<file path="src/rtl/ppsm_pkg.sv">
// shared types and constants of the pulse period speed meter
package ppsm_pkg;

    // register indexes of the configuration port
    localparam logic [7:0] CFG_AVERAGE_WINDOW  = 8'd0;
    localparam logic [7:0] CFG_PULSES_PER_MILE = 8'd1;
    localparam logic [7:0] CFG_TIMER_CLOCK_HZ  = 8'd2;

    localparam int CFG_INDEX_W = 8;
    localparam int CFG_DATA_W  = 32;

    // field widths
    localparam int WINDOW_W = 5;
    localparam int PPM_W    = 20;
    localparam int CLK_W    = 29;
    localparam int STAMP_W  = 32;
    localparam int SPEED_W  = 24;

    // reset values of the configuration registers
    localparam logic [WINDOW_W-1:0] WINDOW_RESET = 5'd5;
    localparam logic [PPM_W-1:0]    PPM_RESET    = 20'd8000;
    localparam logic [CLK_W-1:0]    CLK_RESET    = 29'd64000000;

    // behaviour constants
    localparam logic [STAMP_W-1:0] MIN_PERIOD_TICKS = 32'd100;
    localparam logic [STAMP_W-1:0] PULSE_TIMEOUT_MS = 32'd2000;
    localparam logic [PPM_W-1:0]   HOUR_Q8_SCALE    = 20'd921600;  // 3600 s times 256
    localparam logic [SPEED_W-1:0] SPEED_MAX        = 24'hFFFFFF;

    // divider and multiplier sizes
    localparam int MUL_A_W   = 32;
    localparam int DIV_W     = MUL_A_W + PPM_W;   // full product width
    localparam int NUM_W     = CLK_W + PPM_W;     // clock times hour scale
    localparam int DIV_CNT_W = 6;

    // request to the shared divider
    typedef struct packed {
        logic                 start;
        logic [DIV_CNT_W-1:0] iters;
    } t_div_req;

endpackage

</file>
<file path="src/rtl/ppsm_if.sv">
// handshake channels of the speed meter: capture/read items, results, configuration
interface ppsm_in_if import ppsm_pkg::*; ();
    logic               valid;
    logic               ready;
    logic               action;
    logic [STAMP_W-1:0] capture_ticks;
    logic [STAMP_W-1:0] now_ms;

    modport source (output valid, output action, output capture_ticks, output now_ms,
                    input ready);
    modport sink   (input valid, input action, input capture_ticks, input now_ms,
                    output ready);
endinterface

interface ppsm_out_if import ppsm_pkg::*; ();
    logic               valid;
    logic               ready;
    logic [SPEED_W-1:0] speed_mph_q8;
    logic               stopped;

    modport source (output valid, output speed_mph_q8, output stopped, input ready);
    modport sink   (input valid, input speed_mph_q8, input stopped, output ready);
endinterface

interface ppsm_cfg_if import ppsm_pkg::*; ();
    logic                   valid;
    logic                   ready;
    logic [CFG_INDEX_W-1:0] index;
    logic [CFG_DATA_W-1:0]  data;

    modport source (output valid, output index, output data, input ready);
    modport sink   (input valid, input index, input data, output ready);
endinterface

</file>
<file path="src/rtl/pulse_period_speed_meter_core.sv">
// top level of the pulse period speed meter: period ring, averaging and speed sequencer
//
// Capture items (action 0) write the wrapping period to the previous stamp into a ring
// ram of RING_DEPTH entries when it is at least 100 ticks. Read items (action 1) report
// speed = clock * 3600 / (average period * pulses per mile) in Q16.8, saturated. A read
// that ends early (no data, no pulse for over 2000 ms, or zero pulses per mile) goes
// straight to the output register. A full read walks the N newest ring entries through
// the single ram read port, runs the averaging division, forms the numerator and then
// the denominator on the shared multiplier, runs the speed division on the shared
// bit-per-cycle divider and then loads the output register. One item is in progress at
// a time; the result sits in an output register, so the next item is taken while it
// waits. Configuration writes are always taken.
module pulse_period_speed_meter_core import ppsm_pkg::*; #(
    parameter int RING_DEPTH = 16
) (
    input  logic           i_clk,
    input  logic           i_rst_n,
    ppsm_in_if.sink        i_in,
    ppsm_out_if.source     o_out,
    ppsm_cfg_if.sink       i_cfg
);

    localparam int AW = (RING_DEPTH > 1) ? $clog2(RING_DEPTH) : 1;
    localparam int CW = $clog2(RING_DEPTH + 1);
    localparam int SW = STAMP_W + CW;

    localparam logic [AW-1:0] LAST_SLOT = AW'(RING_DEPTH - 1);
    localparam logic [CW-1:0] FULL_FILL = CW'(RING_DEPTH);

    // sequencer states
    localparam logic [2:0] S_IDLE    = 3'd0;
    localparam logic [2:0] S_SUM     = 3'd1;
    localparam logic [2:0] S_AVG     = 3'd2;
    localparam logic [2:0] S_MUL_NUM = 3'd3;
    localparam logic [2:0] S_MUL_DEN = 3'd4;
    localparam logic [2:0] S_SPD     = 3'd5;
    localparam logic [2:0] S_OUT     = 3'd6;

    // configuration registers
    logic [WINDOW_W-1:0] r_avg_win;
    logic [PPM_W-1:0]    r_ppm;
    logic [CLK_W-1:0]    r_clk_hz;

    // capture state
    logic [STAMP_W-1:0] r_prev_stamp;
    logic               r_seen;
    logic [AW-1:0]      r_wslot;
    logic [CW-1:0]      r_fill;
    logic [STAMP_W-1:0] r_last_pulse;

    // sequencer state
    logic [2:0]         r_state, n_state;
    logic [AW-1:0]      r_rslot, n_rslot;
    logic [CW-1:0]      r_left, n_left;
    logic [CW-1:0]      r_n, n_n;
    logic               r_pend, n_pend;
    logic [SW-1:0]      r_sum, n_sum;
    logic [STAMP_W-1:0] r_avg, n_avg;
    logic [NUM_W-1:0]   r_num, n_num;
    logic [DIV_W-1:0]   r_den, n_den;
    logic [SPEED_W-1:0] r_res_speed, n_res_speed;
    logic               r_res_stopped, n_res_stopped;

    // output register
    logic               r_out_valid, n_out_valid;
    logic [SPEED_W-1:0] r_out_speed, n_out_speed;
    logic               r_out_stopped, n_out_stopped;

    logic               in_xfer;
    logic               cap_xfer;
    logic               rd_xfer;
    logic [STAMP_W-1:0] period;
    logic               keep_period;
    logic [7:0]         win_ext;
    logic [7:0]         fill_ext;
    logic [7:0]         n_min;
    logic [CW-1:0]      n_items;
    logic [STAMP_W-1:0] idle_ms;
    logic               timed_out;

    logic [STAMP_W-1:0] ram_rdata;

    logic [MUL_A_W-1:0] mul_a;
    logic [PPM_W-1:0]   mul_b;
    logic [DIV_W-1:0]   mul_p;

    t_div_req           div_req;
    logic [DIV_W-1:0]   div_dividend;
    logic [DIV_W-1:0]   div_divisor;
    logic               div_done;
    logic [DIV_W-1:0]   div_quo;

    assign in_xfer  = i_in.valid && i_in.ready;
    assign cap_xfer = in_xfer && !i_in.action;
    assign rd_xfer  = in_xfer && i_in.action;

    // configuration writes, unknown indexes ignored
    assign i_cfg.ready = 1'b1;

    always_ff @(posedge i_clk) begin
        if (!i_rst_n) begin
            r_avg_win <= WINDOW_RESET;
            r_ppm     <= PPM_RESET;
            r_clk_hz  <= CLK_RESET;
        end else if (i_cfg.valid) begin
            case (i_cfg.index)
                CFG_AVERAGE_WINDOW:  r_avg_win <= i_cfg.data[WINDOW_W-1:0];
                CFG_PULSES_PER_MILE: r_ppm     <= i_cfg.data[PPM_W-1:0];
                CFG_TIMER_CLOCK_HZ:  r_clk_hz  <= i_cfg.data[CLK_W-1:0];
                default: ;
            endcase
        end
    end

    // capture: period to the previous stamp, noise floor
    assign period      = i_in.capture_ticks - r_prev_stamp;
    assign keep_period = cap_xfer && r_seen && (period >= MIN_PERIOD_TICKS);

    always_ff @(posedge i_clk) begin
        if (!i_rst_n) begin
            r_prev_stamp <= '0;
            r_seen       <= 1'b0;
            r_wslot      <= '0;
            r_fill       <= '0;
            r_last_pulse <= '0;
        end else if (cap_xfer) begin
            r_prev_stamp <= i_in.capture_ticks;
            r_seen       <= 1'b1;
            if (keep_period) begin
                r_wslot      <= (r_wslot == LAST_SLOT) ? '0 : r_wslot + 1'b1;
                r_last_pulse <= i_in.now_ms;
                if (r_fill != FULL_FILL) begin
                    r_fill <= r_fill + 1'b1;
                end
            end
        end
    end

    // period ring
    ppsm_ram #(
        .WIDTH (STAMP_W),
        .DEPTH (RING_DEPTH)
    ) u_ring (
        .i_clk   (i_clk),
        .i_we    (keep_period),
        .i_waddr (r_wslot),
        .i_wdata (period),
        .i_raddr (r_rslot),
        .o_rdata (ram_rdata)
    );

    // number of entries to average and the timeout test
    always_comb begin
        win_ext  = {{(8 - WINDOW_W){1'b0}}, r_avg_win};
        fill_ext = 8'(r_fill);
        n_min    = win_ext;
        if (n_min > 8'(RING_DEPTH)) begin
            n_min = 8'(RING_DEPTH);
        end
        if (n_min > fill_ext) begin
            n_min = fill_ext;
        end
        n_items   = n_min[CW-1:0];
        idle_ms   = i_in.now_ms - r_last_pulse;
        timed_out = idle_ms > PULSE_TIMEOUT_MS;
    end

    // shared multiplier, its product registered into the numerator or denominator register
    always_comb begin
        if (r_state == S_MUL_NUM) begin
            mul_a = {{(MUL_A_W - CLK_W){1'b0}}, r_clk_hz};
            mul_b = HOUR_Q8_SCALE;
        end else begin
            mul_a = r_avg;
            mul_b = r_ppm;
        end
        mul_p = mul_a * mul_b;
    end

    // sequencer for read items
    always_comb begin
        n_state       = r_state;
        n_rslot       = r_rslot;
        n_left        = r_left;
        n_n           = r_n;
        n_pend        = 1'b0;
        n_sum         = r_sum;
        n_avg         = r_avg;
        n_num         = r_num;
        n_den         = r_den;
        n_res_speed   = r_res_speed;
        n_res_stopped = r_res_stopped;
        div_req       = '0;
        div_dividend  = '0;
        div_divisor   = '0;
        n_out_valid   = r_out_valid && !o_out.ready;
        n_out_speed   = r_out_speed;
        n_out_stopped = r_out_stopped;

        case (r_state)
            S_IDLE: begin
                if (rd_xfer) begin
                    if (n_items == '0 || timed_out) begin
                        n_res_speed   = '0;
                        n_res_stopped = 1'b1;
                        n_state       = S_OUT;
                    end else if (r_ppm == '0) begin
                        n_res_speed   = '0;
                        n_res_stopped = 1'b0;
                        n_state       = S_OUT;
                    end else begin
                        n_rslot = (r_wslot == '0) ? LAST_SLOT : r_wslot - 1'b1;
                        n_left  = n_items;
                        n_n     = n_items;
                        n_sum   = '0;
                        n_state = S_SUM;
                    end
                end
            end
            S_SUM: begin
                // one ring read issued per cycle, its data added in the following cycle
                if (r_pend) begin
                    n_sum = r_sum + SW'(ram_rdata);
                end
                if (r_left != '0) begin
                    n_pend  = 1'b1;
                    n_left  = r_left - 1'b1;
                    n_rslot = (r_rslot == '0) ? LAST_SLOT : r_rslot - 1'b1;
                end else if (!r_pend) begin
                    div_req.start = 1'b1;
                    div_req.iters = DIV_CNT_W'(SW);
                    div_dividend  = DIV_W'(r_sum) << (DIV_W - SW);
                    div_divisor   = DIV_W'(r_n);
                    n_state       = S_AVG;
                end
            end
            S_AVG: begin
                if (div_done) begin
                    n_avg   = div_quo[STAMP_W-1:0];
                    n_state = S_MUL_NUM;
                end
            end
            S_MUL_NUM: begin
                n_num   = mul_p[NUM_W-1:0];
                n_state = S_MUL_DEN;
            end
            S_MUL_DEN: begin
                n_den   = mul_p;
                n_state = S_SPD;
            end
            S_SPD: begin
                // start once the product has landed, then wait for the quotient
                if (r_pend) begin
                    if (div_done) begin
                        if (div_quo > DIV_W'(SPEED_MAX)) begin
                            n_res_speed = SPEED_MAX;
                        end else begin
                            n_res_speed = div_quo[SPEED_W-1:0];
                        end
                        n_res_stopped = 1'b0;
                        n_state       = S_OUT;
                    end else begin
                        n_pend = 1'b1;
                    end
                end else begin
                    div_req.start = 1'b1;
                    div_req.iters = DIV_CNT_W'(NUM_W);
                    div_dividend  = DIV_W'(r_num) << (DIV_W - NUM_W);
                    div_divisor   = r_den;
                    n_pend        = 1'b1;
                end
            end
            S_OUT: begin
                if (!r_out_valid || o_out.ready) begin
                    n_out_valid   = 1'b1;
                    n_out_speed   = r_res_speed;
                    n_out_stopped = r_res_stopped;
                    n_state       = S_IDLE;
                end
            end
            default: begin
                n_state = S_IDLE;
            end
        endcase
    end

    // shared divider for the average and the speed
    ppsm_divider u_div (
        .i_clk      (i_clk),
        .i_rst_n    (i_rst_n),
        .i_req      (div_req),
        .i_dividend (div_dividend),
        .i_divisor  (div_divisor),
        .o_done     (div_done),
        .o_quotient (div_quo)
    );

    // control registers
    always_ff @(posedge i_clk) begin
        if (!i_rst_n) begin
            r_state     <= S_IDLE;
            r_left      <= '0;
            r_pend      <= 1'b0;
            r_out_valid <= 1'b0;
        end else begin
            r_state     <= n_state;
            r_left      <= n_left;
            r_pend      <= n_pend;
            r_out_valid <= n_out_valid;
        end
    end

    // datapath registers
    always_ff @(posedge i_clk) begin
        r_rslot       <= n_rslot;
        r_n           <= n_n;
        r_sum         <= n_sum;
        r_avg         <= n_avg;
        r_num         <= n_num;
        r_den         <= n_den;
        r_res_speed   <= n_res_speed;
        r_res_stopped <= n_res_stopped;
        r_out_speed   <= n_out_speed;
        r_out_stopped <= n_out_stopped;
    end

    // channel outputs
    assign i_in.ready         = (r_state == S_IDLE);
    assign o_out.valid        = r_out_valid;
    assign o_out.speed_mph_q8 = r_out_speed;
    assign o_out.stopped      = r_out_stopped;

endmodule

</file>
<file path="src/rtl/ppsm_ram.sv">
// generic single-port-write, single-port-read ram with registered read data
module ppsm_ram #(
    parameter int WIDTH = 32,
    parameter int DEPTH = 16
) (
    input  logic                                     i_clk,
    input  logic                                     i_we,
    input  logic [(DEPTH > 1 ? $clog2(DEPTH) : 1)-1:0] i_waddr,
    input  logic [WIDTH-1:0]                         i_wdata,
    input  logic [(DEPTH > 1 ? $clog2(DEPTH) : 1)-1:0] i_raddr,
    output logic [WIDTH-1:0]                         o_rdata
);

    logic [WIDTH-1:0] r_mem [DEPTH];
    logic [WIDTH-1:0] r_rdata;

    // write port
    always_ff @(posedge i_clk) begin
        if (i_we) begin
            r_mem[i_waddr] <= i_wdata;
        end
    end

    // registered read port
    always_ff @(posedge i_clk) begin
        r_rdata <= r_mem[i_raddr];
    end

    assign o_rdata = r_rdata;

endmodule

</file>
<file path="src/rtl/ppsm_divider.sv">
// restoring unsigned divider, one quotient bit per cycle
module ppsm_divider import ppsm_pkg::*; (
    input  logic             i_clk,
    input  logic             i_rst_n,
    input  t_div_req         i_req,
    input  logic [DIV_W-1:0] i_dividend,   // left aligned to the iteration count
    input  logic [DIV_W-1:0] i_divisor,
    output logic             o_done,
    output logic [DIV_W-1:0] o_quotient
);

    logic                 r_busy, n_busy;
    logic                 r_done, n_done;
    logic [DIV_CNT_W-1:0] r_cnt, n_cnt;
    logic [DIV_W-1:0]     r_rem, n_rem;
    logic [DIV_W-1:0]     r_quo, n_quo;
    logic [DIV_W-1:0]     r_div, n_div;
    logic [DIV_W:0]       trial;
    logic [DIV_W:0]       diff;

    // one shift and trial subtract
    always_comb begin
        trial = {r_rem, r_quo[DIV_W-1]};
        diff  = trial - {1'b0, r_div};
    end

    always_comb begin
        n_busy = r_busy;
        n_done = 1'b0;
        n_cnt  = r_cnt;
        n_rem  = r_rem;
        n_quo  = r_quo;
        n_div  = r_div;
        if (i_req.start) begin
            n_busy = 1'b1;
            n_cnt  = i_req.iters;
            n_rem  = '0;
            n_quo  = i_dividend;
            n_div  = i_divisor;
        end else if (r_busy) begin
            // a zero divisor yields all ones, which the caller saturates
            if (!diff[DIV_W]) begin
                n_rem = diff[DIV_W-1:0];
                n_quo = {r_quo[DIV_W-2:0], 1'b1};
            end else begin
                n_rem = trial[DIV_W-1:0];
                n_quo = {r_quo[DIV_W-2:0], 1'b0};
            end
            n_cnt = r_cnt - 1'b1;
            if (r_cnt == DIV_CNT_W'(1)) begin
                n_busy = 1'b0;
                n_done = 1'b1;
            end
        end
    end

    always_ff @(posedge i_clk) begin
        if (!i_rst_n) begin
            r_busy <= 1'b0;
            r_done <= 1'b0;
            r_cnt  <= '0;
        end else begin
            r_busy <= n_busy;
            r_done <= n_done;
            r_cnt  <= n_cnt;
        end
    end

    always_ff @(posedge i_clk) begin
        r_rem <= n_rem;
        r_quo <= n_quo;
        r_div <= n_div;
    end

    assign o_done     = r_done;
    assign o_quotient = r_quo;

endmodule
</file>
<file path="src/flat_wrapper.sv">
// flat-port wrapper written by rule: the top's interface ports become plain ports
module pulse_period_speed_meter_core_flat import ppsm_pkg::*;
#(
    parameter int RING_DEPTH = 16
)
  (i_clk, i_rst_n, i_in_valid, i_in_action, i_in_capture_ticks, i_in_now_ms, i_in_ready, o_out_valid, o_out_speed_mph_q8, o_out_stopped, o_out_ready, i_cfg_valid, i_cfg_index, i_cfg_data, i_cfg_ready);
  ppsm_in_if i_in_i ();
  ppsm_out_if o_out_i ();
  ppsm_cfg_if i_cfg_i ();
  input  logic i_clk;
  input  logic i_rst_n;
  input wire logic [$bits(i_in_i.valid)-1:0] i_in_valid;
  input wire logic [$bits(i_in_i.action)-1:0] i_in_action;
  input wire logic [$bits(i_in_i.capture_ticks)-1:0] i_in_capture_ticks;
  input wire logic [$bits(i_in_i.now_ms)-1:0] i_in_now_ms;
  output wire logic [$bits(i_in_i.ready)-1:0] i_in_ready;
  output wire logic [$bits(o_out_i.valid)-1:0] o_out_valid;
  output wire logic [$bits(o_out_i.speed_mph_q8)-1:0] o_out_speed_mph_q8;
  output wire logic [$bits(o_out_i.stopped)-1:0] o_out_stopped;
  input wire logic [$bits(o_out_i.ready)-1:0] o_out_ready;
  input wire logic [$bits(i_cfg_i.valid)-1:0] i_cfg_valid;
  input wire logic [$bits(i_cfg_i.index)-1:0] i_cfg_index;
  input wire logic [$bits(i_cfg_i.data)-1:0] i_cfg_data;
  output wire logic [$bits(i_cfg_i.ready)-1:0] i_cfg_ready;
  assign i_in_i.valid = i_in_valid;
  assign i_in_i.action = i_in_action;
  assign i_in_i.capture_ticks = i_in_capture_ticks;
  assign i_in_i.now_ms = i_in_now_ms;
  assign i_in_ready = i_in_i.ready;
  assign o_out_valid = o_out_i.valid;
  assign o_out_speed_mph_q8 = o_out_i.speed_mph_q8;
  assign o_out_stopped = o_out_i.stopped;
  assign o_out_i.ready = o_out_ready;
  assign i_cfg_i.valid = i_cfg_valid;
  assign i_cfg_i.index = i_cfg_index;
  assign i_cfg_i.data = i_cfg_data;
  assign i_cfg_ready = i_cfg_i.ready;
  pulse_period_speed_meter_core #(.RING_DEPTH(RING_DEPTH)) u_core (.i_clk(i_clk), .i_rst_n(i_rst_n), .i_in(i_in_i), .o_out(o_out_i), .i_cfg(i_cfg_i));
endmodule
</file>
<file path="config.mk">
export PLATFORM = sky130hd
export DESIGN_NAME = pulse_period_speed_meter_core_flat
export DESIGN_NICKNAME = d
export VERILOG_FILES = /design/src/rtl/ppsm_pkg.sv /design/src/rtl/ppsm_if.sv /design/src/rtl/pulse_period_speed_meter_core.sv /design/src/rtl/ppsm_ram.sv /design/src/rtl/ppsm_divider.sv /design/src/flat_wrapper.sv
export SDC_FILE = /design/constraint.sdc
export NUM_CORES = 2
export LEC_CHECK = 0
export BUFFER_PORTS_ARGS = -buffer_cell sky130_fd_sc_hd__buf_2
export CAP_MARGIN = 5
export CORE_ASPECT_RATIO = 2
export CORE_MARGIN = 2
export CORE_UTILIZATION = 64
export DETAILED_ROUTE_END_ITERATION = 6
export HOLD_SLACK_MARGIN = 0.05
export PLACE_DENSITY = 0.78
export SYNTH_ARGS = -nofsm -noshare
export SYNTH_HDL_FRONTEND = slang
export SYNTH_SLANG_ARGS = --single-unit
export TNS_END_PERCENT = 10
</file>
<file path="constraint.sdc">
create_clock -name i_clk -period 13.56 [get_ports i_clk]
set_clock_uncertainty 0.2 [all_clocks]
set_input_delay 2.712 -clock i_clk [delete_from_list [all_inputs] [get_ports i_clk]]
set_output_delay 2.712 -clock i_clk [all_outputs]
set_load 0.01 [all_outputs]
</file>
Word-level counts from Yosys, hierarchy flattened --
Memories as Yosys holds them, arrays and structs flattened. A register that Yosys moved wholly into a read port is not among the register bits. Cells that the tools add are included.
Operators by class: muxes and demuxes 75, multiply operators 1, bitwise gates (word level) 4, reductions and logical operators 34, eq/ne operators 23, magnitude comparators 5, add/sub/neg operators 10
Operators with widths (number):
- two-way mux 52 bit | 8
- case mux 52 bit (2 select lines) | 2
- two-way mux 37 bit | 4
- two-way mux 24 bit | 6
- case mux 37 bit (2 select lines) | 1
- subtractor 32 bit | 2
- subtractor 53 x 52 -> 53 bit | 1
- > comparator 52 x 24 -> 1 bit (second input constant) | 1
- multiplier 32 x 20 -> 52 bit | 1
- case mux 24 bit (2 select lines) | 1
- adder 37 x 32 -> 37 bit | 1
- two-way mux 5 bit | 7
- greater-or-equal comparator 32 x 7 -> 1 bit (second input constant) | 1
- > comparator 32 x 11 -> 1 bit (second input constant) | 1
- two-way mux 32 bit | 1
- two-way mux 4 bit | 7
- two-way mux 3 bit | 9
- two-way mux 7 bit | 3
- case mux 3 bit (7 select lines) | 1
- zero test 20 bit | 1
- two-way mux 20 bit | 1
- two-way mux 1 bit | 17
- AND reduction 5 bit | 3
- != test 2 bit (second input constant) | 7
- 37 further kinds | 65
Storage, ports and cells: input bits 110, output and inout port bits 28, memories 1, register bits 531, bits in writable memories 512
Memories:
- u_core.u_ring.r_mem | words 16, width 32, read ports 1, clocked after memory_dff 1, wr ports 1, RTL line ppsm_ram.sv:14 | logic [WIDTH-1:0] r_mem [DEPTH];

Logic depth before layout (Yosys ltp) --
depth in word-level cells 9, depth in mapped cells 34

Modules after synthesis --
From an unflattened synthesis, not the netlist that was laid out.
Second synthesis, totals: cells, all modules 6267, area, all modules 70138.5 um^2
By module, submodules not included:
- pulse_period_speed_meter_core | area an instance 40575.2 um^2, cells an instance 4434, instances 1
- ppsm_ram | area an instance 19835.3 um^2, cells an instance 838, instances 1
- ppsm_divider | area an instance 9728.1 um^2, cells an instance 995, instances 1

Least setup slack after synthesis --
No wires, ideal clock.
kind reg-to-reg, start register u_core.r_state[0], end register u_core.r_den[50], data pin, slack 3.919 ns, cell stages (with the launch flop) 30, setup time 0.264 ns, arrival time 9.177 ns, clock period less this slack 9.641 ns, path buffers 4, data required time 13.096 ns, path through dfxtp_1 > clkbuf_1 > nand2_1 > or2_2 > clkbuf_1 > inv_1 > clkbuf_1 > clkbuf_1 > a22oi_1 > fa_1 > inv_1 > fa_1 > fa_1 > fa_1 > fa_1 > fa_1 > inv_1 > fa_1 > inv_1 > ha_1 > a21o_1 > a21o_1 > o21bai_1 > a221oi_1 > o21ai_1 > a31oi_1 > o21ai_1 > a31o_2 > a221oi_1 > xnor2_1
Between the ends: word-level cells in the longest chain between the ends 3, elaborated cells between the ends (all ways) 4, those cells by class 1 x mul; 1 x eq/ne; 2 x mux
Ends and longest elaborated chain:
- start, declared | RTL line pulse_period_speed_meter_core.sv:52 | logic [2:0] r_state, n_state;
- start signal, assigned | RTL line pulse_period_speed_meter_core.sv:306 | r_state <= n_state;
- equality test 3 x 2 -> 1 bit * | RTL line pulse_period_speed_meter_core.sv:170 | if (r_state == S_MUL_NUM) begin
- two-way mux 32 bit / two-way mux 20 bit (equally long branches) | RTL line pulse_period_speed_meter_core.sv:170
- multiplier 32 x 20 -> 52 bit * | RTL line pulse_period_speed_meter_core.sv:177 | mul_p = mul_a * mul_b;
- via u_core.mul_p[50] | RTL line pulse_period_speed_meter_core.sv:85 | logic [DIV_W-1:0] mul_p;
- end signal, assigned | RTL line pulse_period_speed_meter_core.sv:320 | r_den <= n_den;
- end, declared | RTL line pulse_period_speed_meter_core.sv:60 | logic [DIV_W-1:0] r_den, n_den;
Mark *: on every way through the listed nets, which the timed path passes. The rest lies on a longest branch. A chain may end at the register's enable or synchronous reset.

Worst setup path after layout --
start register u_core.r_state[2], end register u_core.r_num[42], data pin
Between the ends: word-level cells in the longest chain between the ends 3, elaborated cells between the ends (all ways) 4, those cells by class 1 x mul; 1 x eq/ne; 2 x mux
Ends and longest elaborated chain:
- equality test 3 x 2 -> 1 bit * | RTL line pulse_period_speed_meter_core.sv:170
- two-way mux 32 bit / two-way mux 20 bit (equally long branches) | RTL line pulse_period_speed_meter_core.sv:170
- multiplier 32 x 20 -> 52 bit * | RTL line pulse_period_speed_meter_core.sv:177
- via u_core.mul_p[42] | RTL line pulse_period_speed_meter_core.sv:85
- end signal, assigned | RTL line pulse_period_speed_meter_core.sv:319 | r_num <= n_num;
- end, declared | RTL line pulse_period_speed_meter_core.sv:59 | logic [NUM_W-1:0] r_num, n_num;
Marks and branches as above.

==> impl_metrics.json <==
{
  "fin_crit_ps": 10840,
  "htree_levels": 3,
  "io_pins": 138,
  "startpoint_type": "flop",
  "grt_antenna_before_repair": 5,
  "dr.pass1.iters": 7,
  "pwr-share-seq_pct": 33.0,
  "netlist_area_um2": 70100,
  "cts_tree": "done",
  "path_clk_slew_ps": 70,
  "die_y_um": 472,
  "clock_path_buffers": 3,
  "fmax_ghz": 0.0922,
  "yosys_warnings": 0,
  "combPwrFrac_pct": 46.5,
  "cp_data_required_time_ps": 13730,
  "grt_pass1_vias": 51182,
  "power.internal_mw": 8.23,
  "synthDistinctLibCells": 92,
  "hold_violations": 0,
  "port_buffers": 133,
  "reg2reg_to": "u_core.r_num[42]",
  "maxSlewViolCount": 0,
  "cts_resized": 0,
  "cts_buffers": 90,
  "hpwl_mm": 142,
  "die_area_um2": 112000,
  "synthTopCellsByArea": "edfxtp_1, fa_1, dfxtp_1, ha_1, mux4_2",
  "p_leak_nw": 31.8,
  "grt_max_degree": 164,
  "postSynthAreaPerCell_um2": 11.2,
  "worstReg2RegStart": "u_core.r_state[2]",
  "tightest_slew_ps": 1180,
  "post-route-drc-count": 1,
  "p_per_area_nw_per_um2": 186,
  "wire_per_inst_um": 25.6,
  "r2r_slack_ps": 2720,
  "avgViaCountPerCell": 6.44,
  "slew_headroom_pct": 20.6,
  "drive_gt1_share_pct": 9.58,
  "finalCritPeriodShare_pct": 80.0,
  "root_buffer": "clkbuf_16",
  "holdBufCountCts": 0,
  "ir_drop_v": 0.000255,
  "synth_nets": 7236,
  "r2r_cells": 25,
  "cts_setup_buffers": 0,
  "hold_ws_ps": 207,
  "wirelength_mm": 198,
  "synth_top_area_share_pct": 36.2,
  "core_area_um2": 109000,
  "clock-sinks": 1075,
  "path_max_fanout": 163,
  "cap_violations": 0,
  "clkPwrFrac_pct": 20.5,
  "fin_nets": 7214,
  "violations": "DRC",
  "die_x_um": 238,
  "rsz0062_at_grt": "no",
  "place_ws_ps": 3590,
  "critPathKind": "reg2reg",
  "min-delay-path-class": "reg2reg",
  "crit_start": "u_core.r_state[2]",
  "setup_slack_ps": 2720,
  "crit_path_end_kind": "flop",
  "yosys.area.top_type": "edfxtp_1",
  "power.switching_mw": 5.80,
  "p_sw_share_pct": 41.3,
  "arrival_ps": 11010,
  "ant_nets": 0,
  "start_util_pct": 64.5,
  "track_usage_pct": 36.1,
  "cp-endpoint": "u_core.r_num[42]",
  "status": "finished with violations",
  "synthFlopType": "edfxtp_1",
  "synthArstFlopShare_pct": 0,
  "clkLatencyLatePin_ps": 720,
  "gp_congestion": 1.00,
  "grt_pass1_wl_mm": 301,
  "whs_path_depth": 0,
  "grt-ovfl-total": 0,
  "ys_ff_latch": 1075,
  "num_rows": 171,
  "synth-seq-area-share_pct": 42.7,
  "tns_ps": 0,
  "synthCells": 6263,
  "drt_iter0_drc": 3949,
  "vias": 49630,
  "synth-edff-count": 845,
  "area_growth_pct": 7.39,
  "setup_viol": 0
}
[metrics by stage]
step           cell area, um^2  power (mW)  util (%)  cells
6_report                 75300        14.0      69.3   7711
5_1_grt                  75300        14.7      69.3   7702
4_1_cts                  75300        13.9      69.3   7700
3_5_place_dp             72000        11.0      66.3   7532
3_3_place_gp             72000        10.9      66.3   7532
2_1_floorplan            70100        8.69         -   6263
[layout by cell type (no fill, tap or decap), types with 11 or more instances in the layout]
master / instances
nor3_1: 63
xnor2_1: 88
nor2_1: 189
fa_1: 540
nand2_1: 794
nor4_1: 32
o21ai_1: 11
and2_1: 116
o21a_1: 52
mux2i_1: 93
edfxtp_1: 845
mux4_2: 160
or3_1: 17
buf_2: 132
inv_1: 769
xor2_1: 63
o21bai_1: 22
nor2b_1: 26
bufinv_16: 18
clkbuf_16: 91
dfxtp_1: 229
clkbuf_1: 15
buf_4: 102
nand3_1: 81
a21oi_1: 348
nand4_1: 33
a211oi_1: 34
and3_1: 263
o31ai_1: 18
a21o_1: 113
and3_2: 16
o211ai_1: 15
a21boi_0: 14
a22o_1: 57
a22oi_1: 62
a31oi_1: 24
nand2b_1: 28
ha_1: 323
o21ai_0: 188
[area by class of cell]
type	count	area, um^2
Antenna cell	10	25.0
Inverter	772	2900
Multi-Input combinational cell	4067	36000
Timing Repair Buffer	235	1450
Clock inverter	60	905
Tap cell	1384	1730
Sequential cell	1075	30000
Fill cell	7710	33400
Clock buffer	108	2360
[registers in the layout (all words and copies together), names as in the netlist, 6 cells and up]
signal,count
u_core.u_ring.r_mem,512
u_core.r_den,52
u_core.u_div.o_quotient,52
u_core.u_div.r_div,52
u_core.u_div.r_rem,52
u_core.r_num,49
u_core.r_sum,37
u_core.r_avg,32
u_core.r_last_pulse,32
u_core.r_prev_stamp,32
u_core.u_ring.o_rdata,32
u_core.r_clk_hz,29
u_core.o_out.speed_mph_q8,24
u_core.r_res_speed,24
u_core.r_ppm,20
u_core.u_div.r_cnt,6
[power groups by stage]
| stage | combinational, mW | clock (mW) | sequential, mW |
|---|---|---|---|
| 3_5_place_dp | 6.30 | 0 | 4.69 |
| 2_1_floorplan | 4.10 | 0 | 4.59 |
| 4_1_cts | 6.38 | 2.91 | 4.62 |
| 6_report | 6.53 | 2.88 | 4.63 |
| 5_1_grt | 7.05 | 3.02 | 4.66 |
| 3_3_place_gp | 6.24 | 0 | 4.68 |
[synthesized netlist by cell type, types with 15 or more instances]
cell,instances
edfxtp_1,845
nand2_1,795
inv_1,771
fa_1,540
a21oi_1,349
ha_1,323
clkbuf_1,301
and3_1,279
dfxtp_1,230
nor2_1,192
o21ai_0,189
mux4_2,160
and2_1,117
a21o_1,113
mux2i_1,93
xnor2_1,88
nand3_1,81
nor3_1,64
xor2_1,63
a22oi_1,62
a22o_1,57
o21a_1,52
a211oi_1,34
nand4_1,33
nor4_1,32
nand2b_1,28
nor2b_1,28
buf_1,26
a31oi_1,24
o21bai_1,22
o31ai_1,18
or3_1,17
o211ai_1,15
[critical path: stages (launching register included)]
cell and delay [ps]:
dfxtp_1 680, or2_4 640, buf_12 450, inv_4 390, a22oi_1 1050, fa_1 580, inv_1 70, ha_1 130
inv_1 40, fa_1 470, inv_1 60, fa_1 590, fa_1 460, fa_1 550, fa_1 440, ha_1 340
nand2_1 80, nor3_1 270, o2111ai_1 290, a31oi_1 530, a221oi_1 210, o21ai_1 340, a31oi_1 180, o21ai_1 350
a31o_2 260, xor2_1 800
[worst min path at each step]
| stage | from | slack, ps | end |
|---|---|---|---|
| after floorplan | u_core.r_res_speed[0] | 200 | u_core.o_out.speed_mph_q8[0] |
| after global placement | u_core.r_res_speed[6] | 200 | u_core.o_out.speed_mph_q8[6] |
| after detailed placement | u_core.r_res_speed[13] | 200 | u_core.o_out.speed_mph_q8[13] |
| after CTS | u_core.r_res_speed[8] | 220 | u_core.o_out.speed_mph_q8[8] |
| after global routing | u_core.r_res_speed[4] | 220 | u_core.o_out.speed_mph_q8[4] |
| final | u_core.r_res_speed[13] | 210 | u_core.o_out.speed_mph_q8[13] |
[logic make-up after synthesis]
logic type / count (synthesis) / share of synthesized area, %
and+or+nand+nor: 1727 / 11.8
buffers and inverters: 1121 / 6.08
DFF: 1075 / 42.7
AOI/OAI and AO/OA: 1067 / 9.79
adders and majority gates: 863 / 21.2
muxes: 258 / 6.55
xor gates and xnor gates: 151 / 1.89
other: 1 / 0.00535
[per-layer routing]
layer | part of all wire, % | wire length (um) | up-vias | global-route usage, %
met5 | 0.012 | 23 | - | 0
met4 | 11 | 21100 | 4 | 32.1
met3 | 6.8 | 13400 | 977 | 6.56
met2 | 52 | 103000 | 2525 | 64.1
met1 | 31 | 60300 | 24426 | 35.5
li1 | - | - | 21698 | -
(Power assumes the default switching activity.)
